[src/sv/bsmd_pkg.sv]
// Shared types, constants and the page layout table of the bank-switched memory map decoder.
// Used by bsmd_ctrl, bsmd_datapath and the top level; depends on nothing else.
package bsmd_pkg;

    // Storage geometry
    localparam int unsigned RAM_PAGES        = 16;
    localparam int unsigned PAGE_BYTES       = 4096;
    localparam int unsigned COLOUR_RAM_BYTES = 1024;
    localparam int unsigned MAIN_AW          = $clog2(RAM_PAGES * PAGE_BYTES);
    localparam int unsigned COL_AW           = $clog2(COLOUR_RAM_BYTES);

    // Bus field widths
    localparam int unsigned ADDR_W   = 16;
    localparam int unsigned DATA_W   = 8;
    localparam int unsigned TARGET_W = 4;
    localparam int unsigned OFFSET_W = 13;
    localparam int unsigned MASK_W   = 16;

    // Stream packing
    localparam int unsigned S_TDATA_W = 32;
    localparam int unsigned S_TUSER_W = 1;
    localparam int unsigned M_TDATA_W = 48;
    localparam int unsigned M_TUSER_W = 5;

    // Reset contents and special addresses
    localparam logic [DATA_W-1:0] RESET_BYTE0     = 8'h2f;
    localparam logic [DATA_W-1:0] RESET_BYTE1     = 8'h37;
    localparam logic [2:0]        RESET_LAYOUT    = 3'd7;
    localparam logic [ADDR_W-1:0] PORT_ADDR       = 16'h0001;
    localparam int unsigned       PORT_TAPE_BIT   = 4;
    localparam logic [5:0]        IO_WINDOW_BASE  = 6'b111000;

    // Access kind carried on the slave tuser
    localparam logic CMD_READ  = 1'b0;
    localparam logic CMD_WRITE = 1'b1;

    // What a 4K page maps to
    typedef enum logic [2:0] {
        PG_RAM    = 3'd0,
        PG_BASIC  = 3'd1,
        PG_KERNAL = 3'd2,
        PG_CHAR   = 3'd3,
        PG_IO     = 3'd4
    } t_kind;

    // Result target codes
    typedef enum logic [TARGET_W-1:0] {
        T_RAM    = 4'd0,
        T_BASIC  = 4'd1,
        T_KERNAL = 4'd2,
        T_CHAR   = 4'd3,
        T_VIDEO  = 4'd4,
        T_SOUND  = 4'd5,
        T_COLOUR = 4'd6,
        T_TIMER1 = 4'd7,
        T_TIMER2 = 4'd8
    } t_target;

    // Source of the read byte in the result
    typedef enum logic [1:0] {
        SRC_NONE   = 2'd0,
        SRC_PORT   = 2'd1,
        SRC_MAIN   = 2'd2,
        SRC_COLOUR = 2'd3
    } t_src;

    // Controller commands and datapath status
    typedef struct packed {
        logic clear_en;
        logic accept;
        logic load;
    } t_ctrl_cmd;

    typedef struct packed {
        logic clear_last;
    } t_dp_status;

    // Banked pages A, B, D, E/F for each of the eight layouts
    localparam t_kind LAYOUT_HI [8][4] = '{
        '{PG_RAM,   PG_RAM,   PG_RAM,  PG_RAM},
        '{PG_RAM,   PG_RAM,   PG_CHAR, PG_RAM},
        '{PG_RAM,   PG_RAM,   PG_CHAR, PG_KERNAL},
        '{PG_BASIC, PG_BASIC, PG_CHAR, PG_KERNAL},
        '{PG_RAM,   PG_RAM,   PG_RAM,  PG_RAM},
        '{PG_RAM,   PG_RAM,   PG_IO,   PG_RAM},
        '{PG_RAM,   PG_RAM,   PG_IO,   PG_KERNAL},
        '{PG_BASIC, PG_BASIC, PG_IO,   PG_KERNAL}
    };

    // Map a page number through the selected layout
    function automatic t_kind page_kind(input logic [2:0] layout, input logic [3:0] page);
        t_kind k;
        unique case (page)
            4'hA:        k = LAYOUT_HI[layout][0];
            4'hB:        k = LAYOUT_HI[layout][1];
            4'hD:        k = LAYOUT_HI[layout][2];
            4'hE, 4'hF:  k = LAYOUT_HI[layout][3];
            default:     k = PG_RAM;
        endcase
        return k;
    endfunction

endpackage

[src/sv/bsmd_ctrl.sv]
// Controller of the bank-switched memory map decoder: clearing pass, accept and result load.
// Depends on bsmd_pkg for the command and status structs.
module bsmd_ctrl (
    input  logic                  i_clk,
    input  logic                  i_rst_n,
    input  logic                  i_s_tvalid,
    output logic                  o_s_tready,
    output logic                  o_m_tvalid,
    input  logic                  i_m_tready,
    input  bsmd_pkg::t_dp_status  i_status,
    output bsmd_pkg::t_ctrl_cmd   o_cmd
);
    import bsmd_pkg::*;

    typedef enum logic [2:0] {
        S_CLEAR = 3'b001,
        S_IDLE  = 3'b010,
        S_LOAD  = 3'b100
    } t_state;

    t_state r_state, n_state;
    logic   r_out_valid, n_out_valid;
    logic   accept, load;

    assign o_s_tready = (r_state == S_IDLE);
    assign accept     = o_s_tready && i_s_tvalid;
    // Load the result register when it is empty or being emptied
    assign load       = (r_state == S_LOAD) && (!r_out_valid || i_m_tready);

    assign o_cmd.clear_en = (r_state == S_CLEAR);
    assign o_cmd.accept   = accept;
    assign o_cmd.load     = load;
    assign o_m_tvalid     = r_out_valid;

    // Advance the state
    always_comb begin
        n_state = r_state;
        unique case (r_state)
            S_CLEAR: if (i_status.clear_last) n_state = S_IDLE;
            S_IDLE:  if (accept) n_state = S_LOAD;
            S_LOAD:  if (load) n_state = S_IDLE;
            default: n_state = S_CLEAR;
        endcase
    end

    // Hold the result valid until the transaction completes
    always_comb begin
        n_out_valid = r_out_valid;
        if (load) begin
            n_out_valid = 1'b1;
        end else if (i_m_tready) begin
            n_out_valid = 1'b0;
        end
    end

    always_ff @(posedge i_clk) begin
        if (!i_rst_n) begin
            r_state     <= S_CLEAR;
            r_out_valid <= 1'b0;
        end else begin
            r_state     <= n_state;
            r_out_valid <= n_out_valid;
        end
    end

endmodule

[config.mk]
export PLATFORM = sky130hd
export DESIGN_NAME = bsmd_ctrl
export DESIGN_NICKNAME = d
export VERILOG_FILES = /design/src/sv/bsmd_pkg.sv /design/src/sv/bsmd_ctrl.sv
export SDC_FILE = /design/constraint.sdc
export NUM_CORES = 1
export LEC_CHECK = 0
export ABC_AREA = 1
export ABC_CLOCK_PERIOD_IN_PS = 800
export BUFFER_PORTS_ARGS = -buffer_cell sky130_fd_sc_hd__buf_2
export CORE_AREA = 2 2 39 41
export CTS_CLUSTER_DIAMETER = 100
export DETAILED_ROUTE_END_ITERATION = 7
export DIE_AREA = 0 0 41 43
export PLACE_DENSITY = 0.41
export SLEW_MARGIN = 20
export SYNTH_ARGS = -nofsm -noshare
export SYNTH_HDL_FRONTEND = slang
export SYNTH_SLANG_ARGS = --single-unit
[constraint.sdc]
create_clock -name i_clk -period 0.8 [get_ports i_clk]
set_input_delay 0 -clock i_clk [delete_from_list [all_inputs] [get_ports i_clk]]
set_output_delay 0 -clock i_clk [all_outputs]
set_load 0.02 [all_outputs]
After elaboration in Yosys (flattened, before gate mapping)

Index checks and enable logic that the tools add are counted.

Bits in read-only memories: 0
Bits in registers: 4
Bits in writable memories: 0
Logic and storage cells: 20
Bits in latches: 0
Memories: 0

Multipliers: 0
$lt $le $gt $ge: 0
Shifts and indexed selects: 0
Reductions and logical operators: 6
Eq/ne operators: 6
Mux-type cells: 6
Divide/modulo/power cells: 0
Bitwise logic cells: 0
Add/sub/neg operators: 0

Operators with widths:

| cell               | count |
|---|---|
| $mux 3             | 3 |
| $pmux 3 s3         | 1 |
| $ne 2x2->1 const B | 2 |
| $eq 3x1->1 const B | 1 |
| $eq 3x2->1 const B | 1 |
| $eq 3x3->1 const B | 1 |
| $reduce_and 3->1   | 1 |
| $logic_and 1x1->1  | 2 |
| $mux 1             | 2 |
| $ne 2x1->1 const B | 1 |
| $reduce_bool 2->1  | 1 |
| $logic_not 1->1    | 1 |
| $logic_or 1x1->1   | 1 |

Longest topological paths before layout

Depth in word-level cells: 5
Depth in mapped cells: 5

Worst setup path after synthesis

OpenSTA, ideal clock, no wires.

Path type: reg2reg
From: register r_out_valid (netlist: o_m_tvalid)
To: register r_state[1]
Setup time: 0.113 ns
Slack: -0.162 ns
Buffers on the path: 0
Stages on the path, launching flop included: 6
Required time: 0.687 ns
Clock period less this slack: 0.962 ns
Arrival time: 0.849 ns
Path through: dfxtp_1 -> inv_1 -> nor2_4 -> nand3_1 -> nand3_1 -> nor2_1

Longest elaborated chain between the ends: 5

RTL lines:

| what                       | line            | RTL |
|---|---|---|
| start: declaration         | bsmd_ctrl.sv:22 | `logic r_out_valid, n_out_valid;` |
| start signal: assignment   | bsmd_ctrl.sv:62 | `r_out_valid <= n_out_valid;` |
| $logic_not 1->1            | bsmd_ctrl.sv:28 | `assign load = (r_state == S_LOAD) && (!r_out_valid \|\| i_m_tready);` |
| $logic_or 1x1->1           | bsmd_ctrl.sv:28 |  |
| $logic_and 1x1->1          | bsmd_ctrl.sv:28 |  |
| $ne 2x2->1 (no line)       | --              |  |
| $reduce_and 3->1 (no line) | --              |  |
| end signal: assignment     | bsmd_ctrl.sv:61 | `r_state <= n_state;` |
| end: declaration           | bsmd_ctrl.sv:21 | `t_state r_state, n_state;` |

No other way between the ends.
A chain may end at the register's enable or synchronous reset.

Worst setup path in the final report

From: register r_state[2]
To: output port o_s_tready

Longest elaborated chain between the ends: 1

RTL lines:

| what             | line            | RTL |
|---|---|---|
| $eq 3x2->1       | bsmd_ctrl.sv:25 | `assign o_s_tready = (r_state == S_IDLE);` |
| end: declaration | bsmd_ctrl.sv:7  | `output logic o_s_tready,` |

No other way between the ends.

==> results.tsv <==
stage	metric	value	unit
sta	setup_viol	8	
floorplanning	initial_core_util	17.7	%
worst_setup_path	cp.required	800	ps
status	violations	setup timing	
floorplanning	row_count	14	
sta	slew_headroom	90.0	%
route	route.final.wire_length	550	microns
worst_setup_path	critPathCaptureType	output pin	
final_layout	utilization	34.8	%
global_routing	grt_busiest_layer	met2	
worst_setup_path	crit_type	reg -> out	
placed_design	dp_hpwl	385	microns
power	ir_drop	0.700	mV
final_layout	syn_to_final_growth	96.4	%
yosys	seq_area_frac_synth	32.7	%
global_routing	grt_pass1_vias	241	
yosys	synth_area_leaders	dfxtp_1, inv_1, nand3_1	
flow_run	maxCapViolations	0	
final_layout	final_cell_mix	buf_6, buf_4, buf_2	
sta	fin_ws	-233	ps
power	total_power	0.886	mW
yosys	synth-seq-cells	4	
worst_setup_path	cp.arrival	1030	ps
yosys	synthCells	34	
clock_network	cts_root_buffer	clkbuf_4	
route	wl_per_cell	7.75	microns
yosys	synth_area	245	sq um
clock_network	htreeDepth	1	
sta	fin_crit_sh	129	%
route	dr.pass1.iters	3	
floorplanning	die_area	1760	sq um
power	total_leakage_power	0.231	nW
final_layout	layout.nets	61	
worst_setup_path	cp_max_fo	4	
yosys	yosysTopAreaCell	dfxtp_1	
yosys	yosysWarningCount	0	
floorplanning	die_h	43	microns
floorplanning	ioPinCount	10	
yosys	ys_types	14	
clock_network	cts_tree	yes	
global_routing	antenna_found_initial	0	
sta	worst_pin_slew	149	ps
global_routing	grt_start_max_net_pins	5	
min_path	min-delay-path-class	in -> reg	
clock_network	cts.path.max_buffers	2	
global_routing	met3_usage	1.57	%
placed_design	pre_cts_ws	-108	ps
sta	fmax	968	MHz
final_layout	drive_gt1_share	80.0	%
route	drt-initial-drc-count	3	
global_routing	grt_use_total	7.13	%
floorplanning	coreArea	1380	sq um
sta	skew	5.75	ps
yosys	netlist.area_leader.share	32.7	%
global_routing	grt_util_met1	7.07	%
sta	rsz0062_at_grt	true	
clock_network	numClockSinks	4	
placed_design	port-buffer-count	9	
power	pwr_density_cell	1840	nW/um^2
final_layout	final_common_cell	buf_6	
yosys	syn_nets	39	
yosys	syn_avg_cell_area	7.21	sq um
clock_network	cts.clk_slew.worst_paths	40	ps
global_routing	grt_remaining_overflow	0	
route	via_per_inst	3.68	
global_routing	grt.met2_usage	11.6	%
worst_setup_path	startpoint_type	flip-flop	
route	drc_errors	0	
status	outcome	finished with violations	
placed_design	place_congestion	0.662	
sta	report.final.slew_viol_count	0	
final_layout	fillerInstances	150	
sta	setup_tns	-1270	ps
route	ant_nets	0	
global_routing	grt_pass1_wl	814	microns
final_layout	n_antenna_cell	0	
clock_network	cts_made_buffers	3	
clock_network	clock_latency	240	ps
sta	final_hold_viol_count	0	
sta	period_minus_slack	1030	ps
route	vias	261	
floorplanning	die_w	41	microns
==> metrics by stage <==
stage	hold WS (ps)	cells	area, sq um
detailed placement	216	58	312
finish	66.3	71	482
floorplan	84.2	34	254
global placement	221	58	312
global route	84.0	71	482
CTS	65.3	70	449
==> logic make-up (layout without fill, tap and decap cells) <==
| logic type | count (synthesis) | in the layout | synth area share (%) |
|---|---|---|---|
| compound gates | 1 | 1 | 2.04 |
| simple gates | 19 | 19 | 46.9 |
| flops | 4 | 4 | 32.7 |
| buf+inv | 10 | 31 | 18.4 |
==> cell usage after synthesis <==
library cell and number:
nand3_2 1, nand2_2 1, dfxtp_1 4, buf_4 2, nor2_1 4, inv_2 1
nand2_1 1, nand3b_1 1, a21oi_1 1, nor2_2 3, nand3_1 5, nor2_4 2
nand4_1 1, inv_1 7
==> power breakdown <==
part,internal (mW),switching (mW)
Sequential,0.228,0.0336
Clock,0.187,0.0846
Combinational,0.190,0.162
==> final cells by class <==
class	count	area [sq um]	share of cell area, %
Multi-Input combinational cell	20	151	31.4
Clock buffer	4	26.3	5.45
Timing Repair Buffer	19	159	33.0
Tap cell	16	20.0	4.16
Inverter	8	32.5	6.75
Sequential cell	4	92.6	19.2
==> critical path: stages (launching register included) <==
cell and delay [ps]:
dfxtp_2 350, inv_2 50, buf_4 130, nand3_2 100, inv_2 40, buf_6 120
==> layer usage <==
layer  wire length [microns]  up-vias
met2                     296        6
li1                        -      143
met1                     218      110
met3                      18        2
met5                       0        -
met4                      17        0
==> worst paths after layout <==
path         startpoint          to  slack (ps)  cells after the start
max          r_state[2]  o_s_tready        -230                      5
max reg2reg  r_state[2]  r_state[1]        -160                      6
min reg2reg  r_state[2]  r_state[2]         500                      2
min          i_m_tready  r_state[2]          70                      4
==> registers in the layout, summed over array words and instances, names as in the netlist <==
name	flops
r_state	3
o_m_tvalid	1
==> timing repair <==
item / in CTS / in global routing
setup buffers: 7 / 1
endpoints found under the hold margin: 1 / 0
hold buffers: 1 / 0
pin swaps: 9 / 6
gates resized for setup: 18 / 9
setup endpoints to repair: 8 / 8
No activity file was read; power rests on OpenSTA's default activity.
